`src/rtl/lbcp_pkg.sv`:
```
// Shared types and constants of the leaky bucket cell policer.
package lbcp_pkg;

  localparam int SLOT_W     = 32;
  localparam int CHAN_W     = 16;
  localparam int LEVEL_W    = 10;
  localparam int IDX_W      = 10;
  localparam int STAT_W     = 32;
  localparam int DISC_W     = 32;
  localparam int PROD_W     = SLOT_W + LEVEL_W;
  localparam int IN_TDATA_W = 64;
  localparam int OUT_TDATA_W = 80;
  localparam int CFG_IDX_W  = 3;
  localparam int CFG_DATA_W = 16;

  // Queue between front and back.
  localparam int Q_DEPTH = 2;
  localparam int Q_AW    = $clog2(Q_DEPTH);
  localparam int Q_CW    = $clog2(Q_DEPTH + 1);

  // Item kinds on the input tuser.
  localparam logic [1:0] KIND_ARRIVAL    = 2'd0;
  localparam logic [1:0] KIND_TB_RESET   = 2'd1;
  localparam logic [1:0] KIND_HIST_READ  = 2'd2;
  localparam logic [1:0] KIND_HIST_CLEAR = 2'd3;

  // Configuration register indexes.
  localparam logic [CFG_IDX_W-1:0] CFG_BUCKET_INCREMENT = 3'd0;
  localparam logic [CFG_IDX_W-1:0] CFG_LEAK_PER_SLOT    = 3'd1;
  localparam logic [CFG_IDX_W-1:0] CFG_BUCKET_SIZE      = 3'd2;
  localparam logic [CFG_IDX_W-1:0] CFG_POLICE_ALL       = 3'd3;
  localparam logic [CFG_IDX_W-1:0] CFG_POLICED_CHANNEL  = 3'd4;

  localparam logic [LEVEL_W-1:0] RST_BUCKET_INCREMENT = 10'd10;
  localparam logic [LEVEL_W-1:0] RST_LEAK_PER_SLOT    = 10'd5;
  localparam logic [LEVEL_W-1:0] RST_BUCKET_SIZE      = 10'd20;
  localparam logic               RST_POLICE_ALL       = 1'b1;
  localparam logic [CHAN_W-1:0]  RST_POLICED_CHANNEL  = 16'd0;

  typedef enum logic [2:0] {
    OP_CELL,
    OP_PASS,
    OP_TB_RESET,
    OP_READ,
    OP_CLEAR
  } op_t;

  typedef struct packed {
    logic [LEVEL_W-1:0] bucket_increment;
    logic [LEVEL_W-1:0] leak_per_slot;
    logic [LEVEL_W-1:0] bucket_size;
    logic               police_all;
    logic [CHAN_W-1:0]  policed_channel;
  } cfg_t;

  typedef struct packed {
    op_t               op;
    logic [SLOT_W-1:0] now_slot;
    logic [IDX_W-1:0]  stat_index;
  } cmd_t;

  typedef struct packed {
    logic               pass_cell;
    logic [LEVEL_W-1:0] level_after;
    logic [STAT_W-1:0]  stat_value;
    logic [DISC_W-1:0]  discards;
    logic               discard_wrapped;
  } result_t;

endpackage

```
`src/rtl/lbcp_front.sv`:
```
// Front end: accepts input requests and classifies them into back-end commands.
module lbcp_front (
  input  logic                             s_tvalid,
  output logic                             s_tready,
  input  logic [lbcp_pkg::IN_TDATA_W-1:0]  s_tdata,
  input  logic [1:0]                       s_tuser,
  input  lbcp_pkg::cfg_t                   cfg,
  input  logic                             q_ready,
  input  logic                             hold,
  output logic                             push,
  output lbcp_pkg::cmd_t                   cmd
);
  import lbcp_pkg::*;

  logic [SLOT_W-1:0] now_slot;
  logic [CHAN_W-1:0] cell_channel;
  logic [IDX_W-1:0]  stat_index;
  logic              policed;

  assign now_slot     = s_tdata[SLOT_W-1:0];
  assign cell_channel = s_tdata[SLOT_W+CHAN_W-1:SLOT_W];
  assign stat_index   = s_tdata[SLOT_W+CHAN_W+IDX_W-1:SLOT_W+CHAN_W];

  assign policed  = cfg.police_all || (cell_channel == cfg.policed_channel);
  assign s_tready = q_ready && !hold;
  assign push     = s_tvalid && s_tready;

  always_comb begin
    cmd.now_slot   = now_slot;
    cmd.stat_index = stat_index;
    unique case (s_tuser)
      KIND_ARRIVAL:    cmd.op = policed ? OP_CELL : OP_PASS;
      KIND_TB_RESET:   cmd.op = OP_TB_RESET;
      KIND_HIST_READ:  cmd.op = OP_READ;
      KIND_HIST_CLEAR: cmd.op = OP_CLEAR;
      default:         cmd.op = OP_CLEAR;
    endcase
  end

endmodule

```
`config.mk`:
```
export PLATFORM = sky130hd
export DESIGN_NAME = lbcp_front
export DESIGN_NICKNAME = d
export VERILOG_FILES = /design/src/rtl/lbcp_pkg.sv /design/src/rtl/lbcp_front.sv
export SDC_FILE = /design/constraint.sdc
export NUM_CORES = 1
export LEC_CHECK = 0
export BUFFER_PORTS_ARGS = -buffer_cell sky130_fd_sc_hd__buf_2
export CORE_AREA = 8 8 62 64
export DETAILED_ROUTE_END_ITERATION = 10
export DIE_AREA = 0 0 70 72
export PLACE_DENSITY = 0.85
export RECOVER_POWER = 100
export SLEW_MARGIN = 15
export SYNTH_ARGS = -nofsm -noshare
export SYNTH_HDL_FRONTEND = slang
export SYNTH_SLANG_ARGS = --single-unit
```
`constraint.sdc`:
```
create_clock -name vclk -period 1.7
set_clock_uncertainty 0.1 [all_clocks]
set_input_delay 0.34 -clock vclk [all_inputs]
set_output_delay 0.34 -clock vclk [all_outputs]
set_load 0.02 [all_outputs]
```
==> impl_metrics.csv, run 1 <==
group,metric,value,unit
sta,finalCriticalPeriod,2.00,ns
logic_synthesis,ys_types,10,
outcome,outcome,"complete, but fails checks",
place,gp_congestion,0.601,
route,dr.pass1.iters,1,
sta,period_share,1.18,
setup_path,crit_path_end_kind,"output pin",
logic_synthesis,syn_nets,190,
logic_synthesis,yosysTopAreaCell,"buf_4",
sta,hold_violations,0,
route,first_iter_violations,0,
route,vias,436,
setup_path,crit_slowest_cell,"nor4_4",
setup_path,crit_type,"in -> out",
logic_synthesis,synthCells,71,
logic_synthesis,ys_seq_area_frac,0,
setup_path,path_delay_family,"buffers and inverters",
global_routing,overflow,0,
final_layout,num_antenna_cells,0,
sta,tightest_slew,0.276,ns
floorplan,die_x,70,µm
sta,maxSlewViolCount,0,
setup_path,cp.required,1.26,ns
final_layout,fin_cells,107,
power,ir_drop,0.0622,mV
sta,slew_headroom,0.814,
route,vias_per_cell,4.07,
sta,setup_ws,-0.301,ns
final_layout,most-common-layout-cells,"buf_2, xor2_1, buf_6, clkbuf_1, ha_1",
final_layout,multi_input_area,300,µm²
route,routed_wl,1460,µm
final_layout,utilization,0.212,
final_layout,num-clock-buffers,0,
setup_path,path_max_fanout,1,
logic_synthesis,yosysWarningCount,0,
power,leakage,0.000309,µW
sta,rsz0062_at_grt,"true",
final_layout,final_layout_size_suffix_gt1_frac,0.649,
global_routing,first_global_vias,514,
setup_path,start_kind,"input port",
logic_synthesis,netlist_area,568,µm²
place,dp_hpwl,1330,µm
worst_hold_path,hold_class,"in -> out",
sta,setup_viol,1,
global_routing,grt_antenna_before_repair,0,
final_layout,numSequentialCells,0,
floorplan,row_count,20,
cts,hold_buffers,0,
global_routing,grt_max_degree,4,
route,antenna_left,0,
place,numPortBuffers,43,
global_routing,grt_pass1_wl,2190,µm
logic_synthesis,avgSynthCellArea,8.00,µm²
setup_path,critPathArrivalTime,1.56,ns
logic_synthesis,yosysTopAreaCellShare,0.555,
setup_path,path_buf_inv,3,
setup_path,cp_cell_sequence,"buf_8, xor2_4, nor4_4, buf_4, a41oi_2, mux2_4, buf_6",
floorplan,initial_core_util,0.196,
global_routing,grtUsageTotal,0.0501,
floorplan,io_pins,163,
logic_synthesis,synth_area_leaders,"buf_4, xor2_1, ha_1",
final_layout,seq_area,0,µm²
setup_path,critPathMaxStageDelay,0.29,ns
final_layout,finalNetCount,195,
floorplan,core_area,2900,µm²
final_layout,n_fill_cell,322,
place,numPlacedInstances,107,
floorplan,die_y,72,µm
final_layout,area_growth,8.37,%
sta,fmax,0.500,GHz
route,detail_route.wl_per_cell,13.6,µm
final_layout,layout_commonest_cell,"buf_2",
outcome,violations,"setup timing",
power,powerDensity,227,nW/µm²
route,drc,0,
floorplan,die_area,5040,µm²
run,cap_violations,0,
[where the power goes]
part / internal [µW] / total, µW / switching, µW
logic: 77.2 / 140 / 62.8
clock network: 0 / 0 / 0
registers: 0 / 0 / 0
total: 77.2 / 140 / 62.8
[layer usage]
metal | vias to the layer above | global-route usage | part of all wire
met4 | 0 | 0.0402 | 0.069
met5 | - | 0 | 0
met2 | 46 | 0.0863 | 0.44
met1 | 185 | 0.0376 | 0.28
li1 | 187 | - | -
met3 | 18 | 0.0355 | 0.20
[synth_stat cells]
master	n
nor2b_1	1
mux2_4	1
buf_4	42
a41oi_1	1
nor4_1	3
ha_1	3
xor2_1	16
nor4_2	1
and2_1	1
inv_1	2
[metrics by stage]
step / area [µm²] / power (µW) / hold WS (ns) / TNS [ns] / setup slack (ns)
2_1_floorplan: 568 / 195 / 0.663 / 0 / 0.0919
3_3_place_gp: 524 / 113 / 0.580 / -0.392 / -0.392
3_5_place_dp: 524 / 116 / 0.580 / -0.504 / -0.504
4_1_cts: 579 / 134 / 0.580 / -0.352 / -0.352
5_1_grt: 616 / 154 / 0.580 / -0.387 / -0.387
6_report: 616 / 140 / 0.580 / -0.301 / -0.301
[kinds of logic after synthesis]
group,count (synthesis),share of synthesized area
buffers and inverters,44,0.568
and+or+nand+nor,6,0.0771
muxes,1,0.0264
AOI/OAI and AO/OA,1,0.0154
adders and majority gates,3,0.0661
xor gates and xnor gates,16,0.247
[worst paths after layout]
check,from,endpoint,depth (start not counted)
max,s_tdata[38],cmd[42],7
min,s_tdata[0],cmd[10],0
[area by class of cell]
class,count,area share
well taps,33,0.0671
multi-input cells,27,0.488
repair buffers,45,0.433
inverters,2,0.0122
[what timing repair did]
action	CTS	global route
setup buffers	0	0
pin swaps	4	3
endpoints found under the setup margin	1	1
gates resized for setup	9	6
gates cloned	0	0
Note: power is estimated with default switching activity, not from simulation.
==> run 2, diff against run 1 <==
--- a/config.mk
+++ b/config.mk
@@ -11,6 +11,7 @@
 export DIE_AREA = 0 0 70 72
 export PLACE_DENSITY = 0.85
 export RECOVER_POWER = 100
+export REMOVE_ABC_BUFFERS = 1
 export SLEW_MARGIN = 15
 export SYNTH_ARGS = -nofsm -noshare
 export SYNTH_HDL_FRONTEND = slang
==> impl_metrics.csv, run 2 (synthesis results as in run 1) <==
group,metric,value,unit
run,cap_violations,0,
power,seq_power_share,0,
floorplan,die_x,70,µm
route,routed_wl,3740,µm
sta,maxSlewViolCount,0,
global_routing,grt_use_met1,0.0497,
final_layout,seq_area,0,µm²
worst_hold_path,min-delay-start,"s_tdata[16]",
place,numPortBuffers,43,
final_layout,area_growth,-0.881,%
sta,slew_headroom,0.767,
setup_path,path_max_fanout,1,
setup_path,path_delay_family,"buffers and inverters",
sta,finalCriticalPeriod,1.97,ns
power,combPwrFrac,1.000,
global_routing,grt_antenna_before_repair,1,
setup_path,crit_path_end_kind,"output pin",
final_layout,numSequentialCells,0,
setup_path,start_kind,"input port",
worst_hold_path,hold_class,"in -> out",
setup_path,crit_type,"in -> out",
sta,fmax,0.507,GHz
setup_path,cp.required,1.26,ns
final_layout,num_antenna_cells,0,
route,vias,442,
route,vias_per_cell,4.17,
global_routing,use_met3,0.153,
setup_path,critPathArrivalTime,1.53,ns
route,drc,0,
sta,tightest_slew,0.351,ns
final_layout,fin_cells,106,
route,detail_route.wl_per_cell,35.3,µm
global_routing,grt_util_met2,0.240,
final_layout,num-clock-buffers,0,
cts,hold_buffers,0,
route,first_iter_violations,2,
power,pwr-share-clk,0,
global_routing,grt_pass1_wl,4530,µm
route,dr.pass1.iters,2,
power,ir_drop,0.0749,mV
floorplan,core_area,2900,µm²
place,place_ws,-0.288,ns
global_routing,grtUsageTotal,0.132,
final_layout,final_layout_size_suffix_gt1_frac,0.616,
global_routing,busiest_layer,"met2",
final_layout,layout_commonest_cell,"buf_2",
setup_path,cp.depth,7,
final_layout,multi_input_area,265,µm²
floorplan,io_pins,163,
sta,hold_violations,0,
floorplan,die_y,72,µm
power,powerDensity,225,nW/µm²
setup_path,cp_common_cell,"buf_6",
power,leakage,0.000294,µW
power,swShare,0.455,
setup_path,cp_cell_sequence,"buf_6, xor2_1, nor4_1, buf_4, a41oi_2, mux2_4, buf_6",
global_routing,grt_max_degree,4,
worst_hold_path,hold_path_depth,0,
cts,postCtsSetupBuffers,0,
floorplan,die_area,5040,µm²
place,gp_congestion,0.726,
sta,setup_ws,-0.273,ns
power,power.net_switching,57.5,µW
sta,setup_viol,1,
setup_path,path_buf_inv,3,
final_layout,finalNetCount,194,
setup_path,startpoint,"s_tdata[38]",
floorplan,row_count,20,
final_layout,most-common-layout-cells,"buf_2, xor2_1, buf_6, clkbuf_1",
outcome,outcome,"complete, but fails checks",
global_routing,overflow,0,
final_layout,n_fill_cell,336,
floorplan,initial_core_util,0.196,
setup_path,crit_slowest_cell,"nor4_1",
route,antenna_left,0,
place,numPlacedInstances,106,
setup_path,critPathMaxStageDelay,0.28,ns
power,p_int,68.9,µW
sta,period_share,1.16,
place,dp_hpwl,3660,µm
sta,rsz0062_at_grt,"true",
global_routing,first_global_vias,520,
outcome,violations,"setup timing",
run 2: metal layers:
metal	up-vias	share of wire
met5	-	0.0035
met4	2	0.099
met3	16	0.25
met2	76	0.49
met1	161	0.15
li1	187	-
run 2: what timing repair did:
item                       in CTS  in global routing
pin swaps                       3                  2
resized for setup               8                  1
setup endpoints to repair       1                  1
run 2: power groups by stage:
stage	clock, µW	sequential, µW	combinational (µW)
after floorplan	0	0	50.9
after global placement	0	0	112
after detailed placement	0	0	114
after CTS	0	0	128
after global routing	0	0	138
final	0	0	126
run 2: final cells by class:
cell class | instances | area share
tap | 33 | 0.0733
timing repair buffer | 44 | 0.442
multi-input combinational | 27 | 0.471
inverter | 2 | 0.0133
run 2: metrics by stage:
step | cell area (µm²) | utilization | hold WS (ns) | setup TNS, ns | power [µW]
after floorplan | 253 | - | 0.580 | 0 | 50.9
after global placement | 517 | 0.178 | 0.580 | -0.313 | 112
after detailed placement | 517 | 0.178 | 0.580 | -0.288 | 114
after CTS | 562 | 0.194 | 0.580 | -0.271 | 128
after global routing | 563 | 0.194 | 0.580 | -0.327 | 138
final | 563 | 0.194 | 0.580 | -0.273 | 126
run 2: worst paths after layout:
kind                      end
worst max-delay path  cmd[42]
worst min-delay path  cmd[26]
==> run 3, diff against run 2 <==
--- a/config.mk
+++ b/config.mk
@@ -6,10 +6,10 @@
 export NUM_CORES = 1
 export LEC_CHECK = 0
 export BUFFER_PORTS_ARGS = -buffer_cell sky130_fd_sc_hd__buf_2
-export CORE_AREA = 8 8 62 64
+export CORE_AREA = 8 8 60 62
 export DETAILED_ROUTE_END_ITERATION = 10
-export DIE_AREA = 0 0 70 72
-export PLACE_DENSITY = 0.85
+export DIE_AREA = 0 0 68 70
+export PLACE_DENSITY = 0.91
 export RECOVER_POWER = 100
 export REMOVE_ABC_BUFFERS = 1
 export SLEW_MARGIN = 15
==> constraint.sdc (replaced) <==
create_clock -name vclk -period 2.3
set_clock_uncertainty 0.1 [all_clocks]
set_input_delay 0.46 -clock vclk [all_inputs]
set_output_delay 0.46 -clock vclk [all_outputs]
set_load 0.02 [all_outputs]
==> impl_metrics.csv, run 3 (synthesis results as in run 1) <==
group,metric,value,unit
final_layout,seq_area,0,µm²
final_layout,utilization,0.201,
power,swShare,0.467,
global_routing,grtUsageTotal,0.143,
setup_path,crit_slowest_cell,"nor4_2",
cts,postCtsSetupBuffers,0,
outcome,outcome,"complete, no violations",
route,dr.pass1.iters,2,
power,powerDensity,164,nW/µm²
setup_path,critPathArrivalTime,1.68,ns
floorplan,die_area,4760,µm²
power,seq_power_share,0,
sta,finalCriticalPeriod,2.24,ns
route,antenna_left,0,
power,combPwrFrac,1.000,
sta,finalSetupTns,0,ns
setup_path,crit_type,"in -> out",
place,place_ws,-0.0192,ns
route,drc,0,
setup_path,path_delay_family,"buffers and inverters",
setup_path,cp_cell_sequence,"buf_2, xor2_1, nor4_2, buf_4, a41oi_2, mux2_4, buf_6",
final_layout,num-clock-buffers,0,
power,power.net_switching,41.0,µW
sta,hold_violations,0,
floorplan,core_area,2660,µm²
final_layout,num_antenna_cells,0,
place,gp_congestion,0.672,
route,vias_per_cell,4.27,
cts,hold_buffers,0,
worst_hold_path,hold_class,"in -> out",
run,cap_violations,0,
place,numPlacedInstances,104,
sta,rsz0062_at_grt,"false",
floorplan,row_count,19,
sta,setup_viol,0,
power,leakage,0.000286,µW
floorplan,io_pins,163,
setup_path,path_max_fanout,1,
place,numPortBuffers,43,
sta,setup_ws,0.0603,ns
final_layout,area_growth,-5.73,%
place,dp_hpwl,3720,µm
power,p_total,87.8,µW
floorplan,die_y,70,µm
route,detail_route.wl_per_cell,36.4,µm
setup_path,cp.required,1.74,ns
power,p_int,46.9,µW
setup_path,critPathMaxStageDelay,0.30,ns
floorplan,die_x,68,µm
final_layout,fin_cells,104,
route,routed_wl,3790,µm
sta,fmax,0.446,GHz
route,first_iter_violations,2,
sta,period_share,0.974,
route,vias,444,
setup_path,crit_path_end_kind,"output pin",
sta,maxSlewViolCount,0,
floorplan,initial_core_util,0.213,
final_layout,layout_commonest_cell,"buf_2",
final_layout,finalNetCount,194,
global_routing,grt_antenna_before_repair,1,
setup_path,start_kind,"input port",
sta,slew_headroom,0.763,
global_routing,first_global_vias,501,
global_routing,grt_max_degree,4,
final_layout,final_layout_size_suffix_gt1_frac,0.616,
power,ir_drop,0.0591,mV
final_layout,most-common-layout-cells,"buf_2, xor2_1, clkbuf_1, nor4_2, ha_1",
final_layout,numSequentialCells,0,
setup_path,path_buf_inv,3,
power,pwr-share-clk,0,
global_routing,grt_pass1_wl,4350,µm
global_routing,overflow,0,
sta,tightest_slew,0.352,ns
[run 3: layout make-up]
cell class | count | area, µm²
fillers | 314 | 2130
well taps | 31 | 38.8
repair buffers | 44 | 224
inverters | 2 | 7.51
multi-input cells | 27 | 265
[run 3: worst paths after layout]
kind / from / end / slack (ns) / depth (start not counted)
hold / removal: s_tdata[28] / cmd[38] / 0.82 / 0
setup / recovery: s_tdata[45] / cmd[42] / 0.06 / 7
[run 3: per-stage QoR]
step	instance area [µm²]	hold slack, ns
floorplan	253	0.820
detailed placement	514	0.820
finish	536	0.820
CTS	520	0.820
global placement	514	0.820
global route	536	0.820
[run 3: routing by layer]
metal / share of wire / vias to the layer above / global-route usage
met5: 0.0032 / - / 0.0375
met2: 0.55 / 82 / 0.283
met3: 0.24 / 14 / 0.123
met4: 0.094 / 2 / 0.112
met1: 0.12 / 160 / 0.0524
li1: - / 186 / -
[run 3: timing repair]
item                                   in CTS  in global routing
pin swaps                                   0                  2
gates cloned                                0                  0
gates resized for setup                     1                  4
endpoints found under the hold margin       0                  0
setup endpoints to repair                   1                  1
[run 3: power groups by stage]
| stage | combinational [µW] | clock [µW] | sequential [µW] |
|---|---|---|---|
| after detailed placement | 84.0 | 0 | 0 |
| final | 87.8 | 0 | 0 |
| after global placement | 81.9 | 0 | 0 |
| after global routing | 98.4 | 0 | 0 |
| after CTS | 86.1 | 0 | 0 |
| after floorplan | 37.6 | 0 | 0 |
