`config.mk`:
```
export PLATFORM = sky130hd
export DESIGN_NAME = lbcp_queue
export DESIGN_NICKNAME = d
export VERILOG_FILES = /design/src/rtl/lbcp_pkg.sv /design/src/rtl/lbcp_queue.sv
export SDC_FILE = /design/constraint.sdc
export NUM_CORES = 1
export LEC_CHECK = 0
export ABC_AREA = 1
export BUFFER_PORTS_ARGS = -buffer_cell sky130_fd_sc_hd__buf_4
export CAP_MARGIN = 20
export CORE_MARGIN = 10
export CORE_UTILIZATION = 52
export DETAILED_ROUTE_END_ITERATION = 10
export PLACE_DENSITY = 0.79
export SETUP_SLACK_MARGIN = 0.05
export SYNTH_ARGS = -nofsm -noshare
export SYNTH_HDL_FRONTEND = slang
export SYNTH_SLANG_ARGS = --single-unit
```
`constraint.sdc`:
```
create_clock -name clk -period 3.5 [get_ports clk]
set_input_delay 0 -clock clk [delete_from_list [all_inputs] [get_ports clk]]
set_output_delay 0 -clock clk [all_outputs]
set_load 0.005 [all_outputs]
```
`src/rtl/lbcp_pkg.sv`:
```
// Shared types and constants of the leaky bucket cell policer.
package lbcp_pkg;

  localparam int SLOT_W     = 32;
  localparam int CHAN_W     = 16;
  localparam int LEVEL_W    = 10;
  localparam int IDX_W      = 10;
  localparam int STAT_W     = 32;
  localparam int DISC_W     = 32;
  localparam int PROD_W     = SLOT_W + LEVEL_W;
  localparam int IN_TDATA_W = 64;
  localparam int OUT_TDATA_W = 80;
  localparam int CFG_IDX_W  = 3;
  localparam int CFG_DATA_W = 16;

  // Queue between front and back.
  localparam int Q_DEPTH = 2;
  localparam int Q_AW    = $clog2(Q_DEPTH);
  localparam int Q_CW    = $clog2(Q_DEPTH + 1);

  // Item kinds on the input tuser.
  localparam logic [1:0] KIND_ARRIVAL    = 2'd0;
  localparam logic [1:0] KIND_TB_RESET   = 2'd1;
  localparam logic [1:0] KIND_HIST_READ  = 2'd2;
  localparam logic [1:0] KIND_HIST_CLEAR = 2'd3;

  // Configuration register indexes.
  localparam logic [CFG_IDX_W-1:0] CFG_BUCKET_INCREMENT = 3'd0;
  localparam logic [CFG_IDX_W-1:0] CFG_LEAK_PER_SLOT    = 3'd1;
  localparam logic [CFG_IDX_W-1:0] CFG_BUCKET_SIZE      = 3'd2;
  localparam logic [CFG_IDX_W-1:0] CFG_POLICE_ALL       = 3'd3;
  localparam logic [CFG_IDX_W-1:0] CFG_POLICED_CHANNEL  = 3'd4;

  localparam logic [LEVEL_W-1:0] RST_BUCKET_INCREMENT = 10'd10;
  localparam logic [LEVEL_W-1:0] RST_LEAK_PER_SLOT    = 10'd5;
  localparam logic [LEVEL_W-1:0] RST_BUCKET_SIZE      = 10'd20;
  localparam logic               RST_POLICE_ALL       = 1'b1;
  localparam logic [CHAN_W-1:0]  RST_POLICED_CHANNEL  = 16'd0;

  typedef enum logic [2:0] {
    OP_CELL,
    OP_PASS,
    OP_TB_RESET,
    OP_READ,
    OP_CLEAR
  } op_t;

  typedef struct packed {
    logic [LEVEL_W-1:0] bucket_increment;
    logic [LEVEL_W-1:0] leak_per_slot;
    logic [LEVEL_W-1:0] bucket_size;
    logic               police_all;
    logic [CHAN_W-1:0]  policed_channel;
  } cfg_t;

  typedef struct packed {
    op_t               op;
    logic [SLOT_W-1:0] now_slot;
    logic [IDX_W-1:0]  stat_index;
  } cmd_t;

  typedef struct packed {
    logic               pass_cell;
    logic [LEVEL_W-1:0] level_after;
    logic [STAT_W-1:0]  stat_value;
    logic [DISC_W-1:0]  discards;
    logic               discard_wrapped;
  } result_t;

endpackage

```
`src/rtl/lbcp_queue.sv`:
```
// Short command queue between front and back end.
module lbcp_queue (
  input  logic           clk,
  input  logic           rst,
  input  logic           push,
  input  lbcp_pkg::cmd_t push_data,
  output logic           ready,
  output logic           valid,
  output lbcp_pkg::cmd_t head,
  input  logic           pop
);
  import lbcp_pkg::*;

  cmd_t            entries [Q_DEPTH];
  logic [Q_AW-1:0] wr_ptr;
  logic [Q_AW-1:0] rd_ptr;
  logic [Q_CW-1:0] count;

  assign ready = (count != Q_CW'(Q_DEPTH));
  assign valid = (count != '0);
  assign head  = entries[rd_ptr];

  function automatic logic [Q_AW-1:0] ptr_inc(input logic [Q_AW-1:0] p);
    ptr_inc = (p == Q_AW'(Q_DEPTH - 1)) ? '0 : p + 1'b1;
  endfunction

  always_ff @(posedge clk) begin
    if (push) begin
      entries[wr_ptr] <= push_data;
    end
  end

  always_ff @(posedge clk) begin
    if (rst) begin
      wr_ptr <= '0;
      rd_ptr <= '0;
      count  <= '0;
    end else begin
      if (push) begin
        wr_ptr <= ptr_inc(wr_ptr);
      end
      if (pop) begin
        rd_ptr <= ptr_inc(rd_ptr);
      end
      if (push && !pop) begin
        count <= count + 1'b1;
      end else if (pop && !push) begin
        count <= count - 1'b1;
      end
    end
  end

endmodule

```
==> metrics.md, run 1 <==
| Metric | Value |
|---|---|
| Simple logic cell fraction of the synthesized area | `1.667%` |
| Area grow syn2layout | `38.99%` |
| Largest family of logic cells by synthesized area | `multiplexers` |
| CTS resizes | `0` |
| Most used DFF post-synth | `edfxtp_1` |
| Crit-path most repeated cell | `buf_4` |
| Synth Area in Compound Gates | `0.2722%` |
| CP arrival | `2.10 ns` |
| Dpl cells | `361` |
| Peak VDD IR | `0.2907 mV` |
| Routability Congestion | `0.6789` |
| Dpl cell area | `4443 µm²` |
| Root Buffer | `clkbuf_8` |
| Initial antenna violation count | `1` |
| Slew @ Worst Pin | `1.003 ns` |
| Outcome | `finished clean` |
| Count of different cell masters after synthesis | `16` |
| CP max FO | `31` |
| Min-delay worst type | `in -> reg` |
| Fill count | `413` |
| Synth Area in Adders | `0.3403%` |
| Initial Utilization | `53.83%` |
| Total die area | `10,840 µm²` |
| Worst skew pair latency | `0.34 ns` |
| # H-tree levels | `3` |
| Final worst path period need | `2.102 ns` |
| Async SR Flop Fraction | `0%` |
| Synth Area in XOR/XNOR | `0.2382%` |
| ANT nets after route | `0` |
| DRT Pass-1 Iters | `4` |
| Vert. Die Dim | `104.1 µm` |
| Area occupied by multi-input gates | `757.0 µm²` |
| Post-synth top area cell | `edfxtp_1` |
| EDFF count, synth | `90` |
| Routed wire length | `7324 µm` |
| Final HPWL DP | `4786 µm` |
| Most frequent cell after synthesis | `edfxtp_1` |
| TritonCTS Sinks | `95` |
| Wirelength per Cell | `17.23 µm` |
| DRT iter0 DRCs | `64` |
| Register area share after synthesis | `76.22%` |
| Setup violators final | `0` |
| Register area | `2804 µm²` |
| Power Total | `0.002359 W` |
| Yosys reg bits | `95` |
| Final Hold Fails | `0` |
| Worst Setup End Kind | `primary output` |
| YS warnings | `0` |
| Kind of critical path | `reg -> out` |
| First-pass GRT wire length | `11,250 µm` |
| Largest net degree at the start of global routing | `47` |
| Yosys top cell area share | `73.49%` |
| Number of max-cap violations | `0` |
| Worst slew margin | `33.04%` |
| Row cnt | `30` |
| CTS tree | `built` |
| Drc violations | `0` |
| P_leak | `2.053 nW` |
| Period utilization | `60.05%` |
| Post-synthesis mux area share | `17.86%` |
| Syn nets | `223` |
| CP Buf/Inv Count | `2` |
| Clock skew | `0.004751 ns` |
| Worst Path Required | `3.50 ns` |
| FF-to-FF Start | `wr_ptr` |
| Overall global routing resource usage | `13.32%` |
| Top cells by area, synth | `edfxtp_1 73%, mux2_4 16%, dfxtp_1 2.7%` |
| Final instance area | `5111 µm²` |
| Num CTS Buffers | `9` |
| Clock Tree Buf Depth | `2` |
| Top cells by count, synth | `90 x edfxtp_1, 40 x mux2_4, 9 x inv_1, 7 x nand2_1` |
| Synth Instances | `173` |
| Critical path's top delay family | `buffers and inverters` |
| RSZ-0062 raised after global routing | `false` |
| Power Density | `461.5 nW/µm²` |
| Syn avg cell area | `21.26 µm²` |
| Layout cells sized above 1 | `48.17%` |
| GR Overflow Total | `0` |
| WHS | `0.3770 ns` |
| IO Port Bufs | `95` |
| Via count | `1,996` |
| Net count, final | `375` |
| I/O Pins | `96` |
| Vias/cell | `4.696` |
| Die width | `104.1 µm` |
| Slowest Stage Delay on Critical Path | `0.63 ns` |
| Vias in the first global route | `2,118` |
| Max Freq | `0.4758 GHz` |
| Worst-path clk slew | `0.08 ns` |
| HP Start | `push_data[15]` |
| Slew Viols, Final | `0` |
| Synthesized cell area | `3677 µm²` |
| Core region area | `6832 µm²` |
| Critical Path, Cell by Cell | `buf_4, mux2_2, buf_4` |
| Fin cells | `425` |
| Slowest cell on crit path | `dfxtp_2` |
| Crit path launch type | `flip-flop` |
| Fin Setup TNS | `0 ns` |
flip-flops by register name, indices dropped and copies added (netlist names), named ones only:
name / count
wr_ptr: 1
count: 2
rd_ptr: 1
entries: 90
cell usage in the layout (no fill, tap or decap):
| cell type | instances |
|---|---|
| nor2_1 | 4 |
| clkinv_2 | 2 |
| buf_4 | 97 |
| nor3_1 | 1 |
| nand3_1 | 1 |
| ha_1 | 1 |
| nor2_4 | 1 |
| clkinvlp_4 | 1 |
| bufinv_16 | 1 |
| dlygate4sd3_1 | 49 |
| a21oi_1 | 1 |
| dfxtp_1 | 4 |
| clkbuf_8 | 9 |
| inv_2 | 1 |
| mux2_4 | 40 |
| clkinv_1 | 1 |
| nand4_1 | 1 |
| mux2_2 | 5 |
| nand2_1 | 7 |
| inv_1 | 8 |
| edfxtp_1 | 90 |
| dfxtp_2 | 1 |
| diode_2 | 1 |
| o21ai_0 | 1 |
| xnor2_1 | 1 |
worst reg2reg max path, cell delays in order (launching register included):
cell     delay, ns
dfxtp_1       0.35
nor2_4        0.58
buf_4         0.44
repair_timing:
action / in CTS / in global routing
endpoints found under the hold margin: 95 / 0
setup buffers: 0 / 0
hold buffers: 49 / 0
layer usage:
layer / up-vias / GRT usage (%) / wire length [µm]
li1: 954 / - / -
met1: 973 / 14.01 / 2764
met2: 57 / 23.92 / 4090
met3: 12 / 2.726 / 286
met4: 0 / 7.952 / 183
met5: - / 0 / 0
kinds of logic after synthesis:
kind of cell    Yosys count
mux                      45
simple gates             15
compound gates            2
flops                    95
buf+inv                  14
fa+ha+maj                 1
xor+xnor                  1
path summary, 6_finish.rpt:
check              endpoint  slack [ns]  depth (start not counted)
max                head[30]        1.40                          3
min          entries[1][15]        0.38                          2
max reg2reg   entries[0][2]        1.80                          2
min reg2reg          wr_ptr        0.55                          2
cell type report:
class | count | share of cell area [%]
inverters | 9 | 0.6610
clock inverters | 5 | 1.004
multi-input cells | 64 | 14.81
well taps | 96 | 2.350
repair buffers | 146 | 23.84
clock buffers | 9 | 2.424
diodes | 1 | 0.04896
flip-flops and latches | 95 | 54.86
power by group:
group / internal (W) / total, W / switching (W)
sequential: 0.00131 / 0.00134 / 0.0000252
combinational: 0.000228 / 0.000360 / 0.000133
clock: 0.000318 / 0.000661 / 0.000343
per-stage QoR:
step | worst slack (ns) | utilization [%]
after CTS | 1.370 | 74.78
after global placement | 1.772 | 65.04
after floorplan | 0.8393 | -
final | 1.398 | 74.82
after detailed placement | 1.757 | 65.04
after global routing | 1.283 | 74.82
No activity file was read; power rests on OpenSTA's default activity.
==> run 2, diff against run 1 <==
--- a/config.mk
+++ b/config.mk
@@ -5,13 +5,13 @@
 export SDC_FILE = /design/constraint.sdc
 export NUM_CORES = 1
 export LEC_CHECK = 0
-export ABC_AREA = 1
+export ABC_AREA = 0
 export BUFFER_PORTS_ARGS = -buffer_cell sky130_fd_sc_hd__buf_4
 export CAP_MARGIN = 20
 export CORE_MARGIN = 10
-export CORE_UTILIZATION = 52
+export CORE_UTILIZATION = 46
 export DETAILED_ROUTE_END_ITERATION = 10
-export PLACE_DENSITY = 0.79
+export PLACE_DENSITY = 0.74
 export SETUP_SLACK_MARGIN = 0.05
 export SYNTH_ARGS = -nofsm -noshare
 export SYNTH_HDL_FRONTEND = slang
==> constraint.sdc (replaced) <==
create_clock -name clk -period 1.8 [get_ports clk]
set_input_delay 0 -clock clk [delete_from_list [all_inputs] [get_ports clk]]
set_output_delay 0 -clock clk [all_outputs]
set_load 0.005 [all_outputs]
==> run 2 against run 1 <==
Compared with the run above: critical path depth unchanged; clock power grew 98%; clock skew up 0.0035 ns; first-iteration DRC count shrank 45%; sequential power up 95%; highest routed layer unchanged; non-clock buffer count up 1; cell area fell by 2.4%; largest cell class unchanged; synthesized cell count is 6.4% lower; global-route usage is 0.48 points lower; combinational power up 85%; total power rose by 94%; sequential share of layout area rose by 1.4 points.
==> metrics.md, run 2 <==
| Metric | Value |
|---|---|
| Outcome | `finished clean` |
| Via count | `1,955` |
| Total die area | `11,410 µm²` |
| Synth Instances | `162` |
| Slowest cell on crit path | `mux2_1` |
| Slowest Stage Delay on Critical Path | `0.40 ns` |
| Reg2Reg Depth | `2` |
| YS warnings | `0` |
| Final Hold Fails | `0` |
| Critical Path, Cell by Cell | `buf_4, mux2_1, buf_4` |
| IO Port Bufs | `95` |
| DRT Pass-1 Iters | `4` |
| N_diodes | `0` |
| RSZ-0062 raised after global routing | `false` |
| Async SR Flop Fraction | `0%` |
| Yosys top cell area share | `77.95%` |
| Worst slew margin | `69.75%` |
| GR Overflow Total | `0` |
| Number of max-cap violations | `0` |
| Post-synth top area cell | `edfxtp_1` |
| Power Density | `919.8 nW/µm²` |
| Area grow syn2layout | `43.85%` |
| Vert. Die Dim | `106.8 µm` |
| Die width | `106.8 µm` |
| Most frequent cell after synthesis | `edfxtp_1` |
| Dpl cells | `355` |
| Worst skew pair latency | `0.34 ns` |
| CTS resizes | `0` |
| I/O Pins | `96` |
| Max reg flops | `90` |
| Max Freq | `0.6212 GHz` |
| # H-tree levels | `3` |
| Crit path launch type | `flip-flop` |
| Syn nets | `212` |
| Fin cells | `419` |
| Final HPWL DP | `4558 µm` |
| CTS Hold Bufs | `48` |
| Final worst path period need | `1.610 ns` |
| Post-CTS Setup Inserts | `0` |
| ANT nets after route | `0` |
| Slew @ Worst Pin | `0.4537 ns` |
| Reg-to-Reg End | `entries[1][36]` |
| Yosys reg bits | `95` |
| Clock skew | `0.008202 ns` |
| Row cnt | `31` |
| Register area share after synthesis | `80.84%` |
| Count of different cell masters after synthesis | `17` |
| Clock Tree Buf Depth | `2` |
| Overall global routing resource usage | `12.84%` |
| Largest net degree at the start of global routing | `46` |
| Final instance area | `4987 µm²` |
| Slew Viols, Final | `0` |
| Layout cells sized above 1 | `36.25%` |
| Vias/cell | `4.666` |
| Routability Congestion | `0.6923` |
| Net count, final | `365` |
| Core region area | `7292 µm²` |
| HP Start | `push_data[0]` |
| Top cells by count, synth | `90 x edfxtp_1, 45 x mux2_1, 5 x dfxtp_1, 4 x buf_6, 4 x nor2_1` |
| Routed wire length | `7338 µm` |
| P_leak | `1.900 nW` |
| Root Buffer | `clkbuf_8` |
| Worst Setup End Kind | `primary output` |
| Wirelength per Cell | `17.51 µm` |
| Initial antenna violation count | `0` |
| Vias in the first global route | `2,120` |
| Biggest register | `entries` |
| First-pass GRT wire length | `11,320 µm` |
| CP arrival | `1.61 ns` |
| DRT iter0 DRCs | `35` |
| Most used DFF post-synth | `edfxtp_1` |
| FF-to-FF Start | `wr_ptr` |
| Initial Utilization | `47.55%` |
| EDFF count, synth | `90` |
| Fin util | `68.39%` |
| Worst-path clk slew | `0.09 ns` |
| Crit-path most repeated cell | `buf_4` |
| Top cells by area, synth | `edfxtp_1 78%, mux2_1 15%, dfxtp_1 2.9%` |
| Most common cell after layout, fill and taps aside | `buf_4` |
| Hold Path Sink | `entries[1][0]` |
| Most frequent cells in the layout | `97 x buf_4, 90 x edfxtp_1, 48 x dlygate4sd3_1` |
| Kind of critical path | `reg -> out` |
| Biggest regs | `entries x90, count x2` |
| Fin Setup TNS | `0 ns` |
| CTS tree | `built` |
| Drc violations | `0` |
| Num CTS Buffers | `9` |
| Syn avg cell area | `21.40 µm²` |
| Synthesized cell area | `3467 µm²` |
| Dpl cell area | `4319 µm²` |
| Peak VDD IR | `0.6735 mV` |
| Reg2reg setup slack | `0.60 ns` |
| Setup violators final | `0` |
| CP max FO | `32` |
| Period utilization | `89.43%` |
| Worst Hold Depth | `2` |
| TritonCTS Sinks | `95` |
| Worst Path Required | `1.80 ns` |
| Min-delay worst type | `in -> reg` |
## run 2: cell count changes in the layout (fill, tap and decap cells not counted), sizes merged, moves of 2 or more
| cell | before | now |
|---|---|---|
| nand2 | 7 | 0 |
| xor2 | 0 | 2 |
| buf | 97 | 99 |
| clkinv | 3 | 5 |
| inv | 9 | 1 |
## run 2: how the worst max path moves through the flow
stage | start | endpoint | slack, ns
floorplan | wr_ptr | entries[0][0] | 0.36
global placement | flip-flop | head[27] | 0.56
detailed placement | flip-flop | head[27] | 0.55
CTS | flip-flop | head[27] | 0.17
global route | flip-flop | head[44] | 0.1
finish | flip-flop | head[27] | 0.19
## run 2: final cells by class
type | instances | area (µm²)
Clock inverter | 7 | 63.81
Multi-Input combinational cell | 61 | 619.3
Inverter | 1 | 3.754
Timing Repair Buffer | 147 | 1249
Fill cell | 490 | 2305
Clock buffer | 9 | 123.9
Tap cell | 99 | 123.9
Sequential cell | 95 | 2804
## run 2: layer usage
layer / share of wire [%] / wire length, µm / track usage [%] / vias to the layer above
li1: - / - / - / 935
met1: 42 / 3080 / 14.98 / 942
met2: 49 / 3606 / 21.07 / 67
met3: 7.2 / 526 / 4.671 / 11
met4: 1.7 / 125 / 5.222 / 0
met5: 0 / 0 / 0 / -
## run 2: cell families (layout without fill, tap and decap cells)
kind of cell               count (synthesis)  in the layout  synth area share [%]
and+or+nand+nor                            9              9                 1.336
xor gates and xnor gates                   4              4                 1.011
muxes                                     45             45                 14.62
DFF                                       95             95                 80.84
AOI/OAI and AO/OA                          2              2                0.2884
buffers and inverters                      6            164                 1.551
adders and majority gates                  1              1                0.3608
## run 2: through the flow
| stage | hold slack, ns | power, W | setup WS (ns) |
|---|---|---|---|
| floorplan | 0.06907 | 0.002892 | 0.3648 |
| global placement | 0.1855 | 0.003228 | 0.5569 |
| detailed placement | 0.1878 | 0.003243 | 0.5540 |
| CTS | 0.3664 | 0.004624 | 0.1712 |
| global route | 0.3666 | 0.004786 | 0.09739 |
| finish | 0.3730 | 0.004587 | 0.1903 |
## run 2: power by group
| part | switching, W | internal (W) |
|---|---|---|
| Combinational | 0.000278 | 0.000388 |
| Sequential | 0.0000365 | 0.00257 |
| Clock | 0.000684 | 0.000630 |
## run 2: worst max-delay path, delay by kind of cell (launching register included)
| family | cells | cell delay (ns) |
|---|---|---|
| DFF | 1 | 0.33 |
| buffers and inverters | 2 | 0.54 |
| muxes | 1 | 0.40 |
==> run 3, diff against run 2 <==
--- a/config.mk
+++ b/config.mk
@@ -9,9 +9,11 @@
 export BUFFER_PORTS_ARGS = -buffer_cell sky130_fd_sc_hd__buf_4
 export CAP_MARGIN = 20
 export CORE_MARGIN = 10
-export CORE_UTILIZATION = 46
+export CORE_UTILIZATION = 48
+export CTS_BUF_LIST = sky130_fd_sc_hd__clkbuf_4 sky130_fd_sc_hd__clkbuf_8
 export DETAILED_ROUTE_END_ITERATION = 10
-export PLACE_DENSITY = 0.74
+export HOLD_SLACK_MARGIN = 0.05
+export PLACE_DENSITY = 0.78
 export SETUP_SLACK_MARGIN = 0.05
 export SYNTH_ARGS = -nofsm -noshare
 export SYNTH_HDL_FRONTEND = slang
==> run 3 against run 2 <==
Compared with the run above: cell area increased by 0.48%; sequential power about the same; core utilization up 4.2 points; routed wire length fell by 3.3%; via count is 0.56% higher; hold slack improved by 0.0081 ns; clock skew decreased by 0.0026 ns.
==> metrics.md, run 3 (synthesis results as in run 2) <==
| Metric | Value |
|---|---|
| Critical path's top delay family | `buffers and inverters` |
| Slew @ Worst Pin | `0.4325 ns` |
| Num CTS Buffers | `9` |
| Most common cell after layout, fill and taps aside | `buf_4` |
| Kind of critical path | `reg -> out` |
| N_diodes | `0` |
| Die width | `105.0 µm` |
| Initial Utilization | `50.20%` |
| Wirelength per Cell | `16.98 µm` |
| Worst skew pair latency | `0.34 ns` |
| Outcome | `finished clean` |
| Initial antenna violation count | `0` |
| Total die area | `11,020 µm²` |
| IO Port Bufs | `95` |
| Slew Viols, Final | `0` |
| Worst Path Required | `1.80 ns` |
| Overall global routing resource usage | `12.83%` |
| Worst slew margin | `71.17%` |
| DRT Pass-1 Iters | `4` |
| I/O Pins | `96` |
| CP max FO | `32` |
| Vert. Die Dim | `105.0 µm` |
| DRT iter0 DRCs | `55` |
| Area grow syn2layout | `44.53%` |
| Final HPWL DP | `4625 µm` |
| Clock skew | `0.005617 ns` |
| # H-tree levels | `3` |
| Row cnt | `30` |
| Worst Hold Depth | `2` |
| CP Buf/Inv Count | `2` |
| Biggest register | `entries` |
| Via count | `1,966` |
| Clock Tree Buf Depth | `2` |
| Number of max-cap violations | `0` |
| Root Buffer | `clkbuf_8` |
| Setup violators final | `0` |
| Final Hold Fails | `0` |
| Fin worst setup slack | `0.1932 ns` |
| Final worst path period need | `1.607 ns` |
| Slowest Stage Delay on Critical Path | `0.40 ns` |
| Drc violations | `0` |
| Period utilization | `89.27%` |
| RSZ-0062 raised after global routing | `false` |
| P_leak | `1.916 nW` |
| Vias in the first global route | `2,189` |
| Crit path launch type | `flip-flop` |
| Pre-CTS setup slack | `0.4292 ns` |
| Critical Path, Cell by Cell | `buf_4, mux2_1, buf_4` |
| Vias/cell | `4.703` |
| Routability Congestion | `0.7044` |
| Min-delay worst type | `in -> reg` |
| Most frequent cells in the layout | `99 x buf_4, 90 x edfxtp_1, 48 x dlygate4sd3_1` |
| Largest net degree at the start of global routing | `33` |
| Worst path depth | `3` |
| Slowest cell on crit path | `mux2_1` |
| Core region area | `6907 µm²` |
| Max Freq | `0.6224 GHz` |
| Reg2Reg Depth | `2` |
| Power Density | `924.1 nW/µm²` |
| First-pass GRT wire length | `11,230 µm` |
| Crit-path most repeated cell | `buf_4` |
| Layout cells sized above 1 | `37.27%` |
| CTS tree | `built` |
| Max reg flops | `90` |
| Routed wire length | `7099 µm` |
| Worst Setup End Kind | `primary output` |
| GR Overflow Total | `0` |
| Net count, final | `367` |
| Biggest regs | `entries x90, count x2` |
| Fin Setup TNS | `0 ns` |
| Post-CTS Setup Inserts | `0` |
| CP arrival | `1.61 ns` |
| ANT nets after route | `0` |
| TritonCTS Sinks | `95` |
| Peak VDD IR | `0.4959 mV` |
| Worst-path clk slew | `0.09 ns` |
run 3: cell types whose count changed in the layout (fill, tap and decap cells not counted), sizes merged:
cell / previous run / this run
clkinv: 5 / 2
buf: 99 / 101
inv: 1 / 3
clkbuf: 9 / 10
run 3: path summary, 6_finish.rpt:
path                                     from             end  slack [ns]
worst max-delay path                flip-flop        head[31]        0.19
worst min-delay path            push_data[36]  entries[1][36]        0.38
worst max register to register         wr_ptr  entries[1][44]        0.43
worst min register to register       count[1]        count[1]        0.52
run 3: layer usage:
layer | track usage (%) | share of wire [%]
met4 | 6.275 | 1.6
met1 | 13.67 | 40
met5 | 0 | 0
met2 | 22.86 | 54
met3 | 3.501 | 4.4
run 3: what timing repair did:
action / in CTS / in global routing
hold buffers: 48 / 0
resized for setup: 0 / 0
hold endpoints to repair: 95 / 0
run 3: worst reg2reg max path: cells and delay by family, from the launching register on:
family / cells / cell delay [ns]
and+or+nand+nor: 1 / 0.43
DFF: 1 / 0.42
buffers and inverters: 1 / 0.23
run 3: cell type report:
| class | count | area, µm² |
|---|---|---|
| inverters | 1 | 3.754 |
| clock buffers | 10 | 131.4 |
| flip-flops and latches | 95 | 2804 |
| clock inverters | 6 | 68.82 |
| repair buffers | 149 | 1264 |
| well taps | 96 | 120.1 |
| multi-input cells | 61 | 619.3 |
| fillers | 450 | 1896 |
run 3: per-stage QoR:
step	area (µm²)	total power [W]	utilization (%)	cells	hold WS [ns]
final	5011	0.004631	72.55	418	0.3811
after global routing	5011	0.004824	72.55	418	0.3658
after CTS	5011	0.004680	72.55	418	0.3608
after detailed placement	4330	0.003240	62.70	354	0.1888
after global placement	4330	0.003225	62.70	354	0.1850
after floorplan	3476	0.002892	-	162	0.06907
run 3: power by group:
part | internal (W) | switching (W) | leakage [nW] | total, W
Sequential | 0.00257 | 0.0000352 | 0.887 | 0.00260
Combinational | 0.000390 | 0.000271 | 0.929 | 0.000661
Clock | 0.000668 | 0.000697 | 0.101 | 0.00136
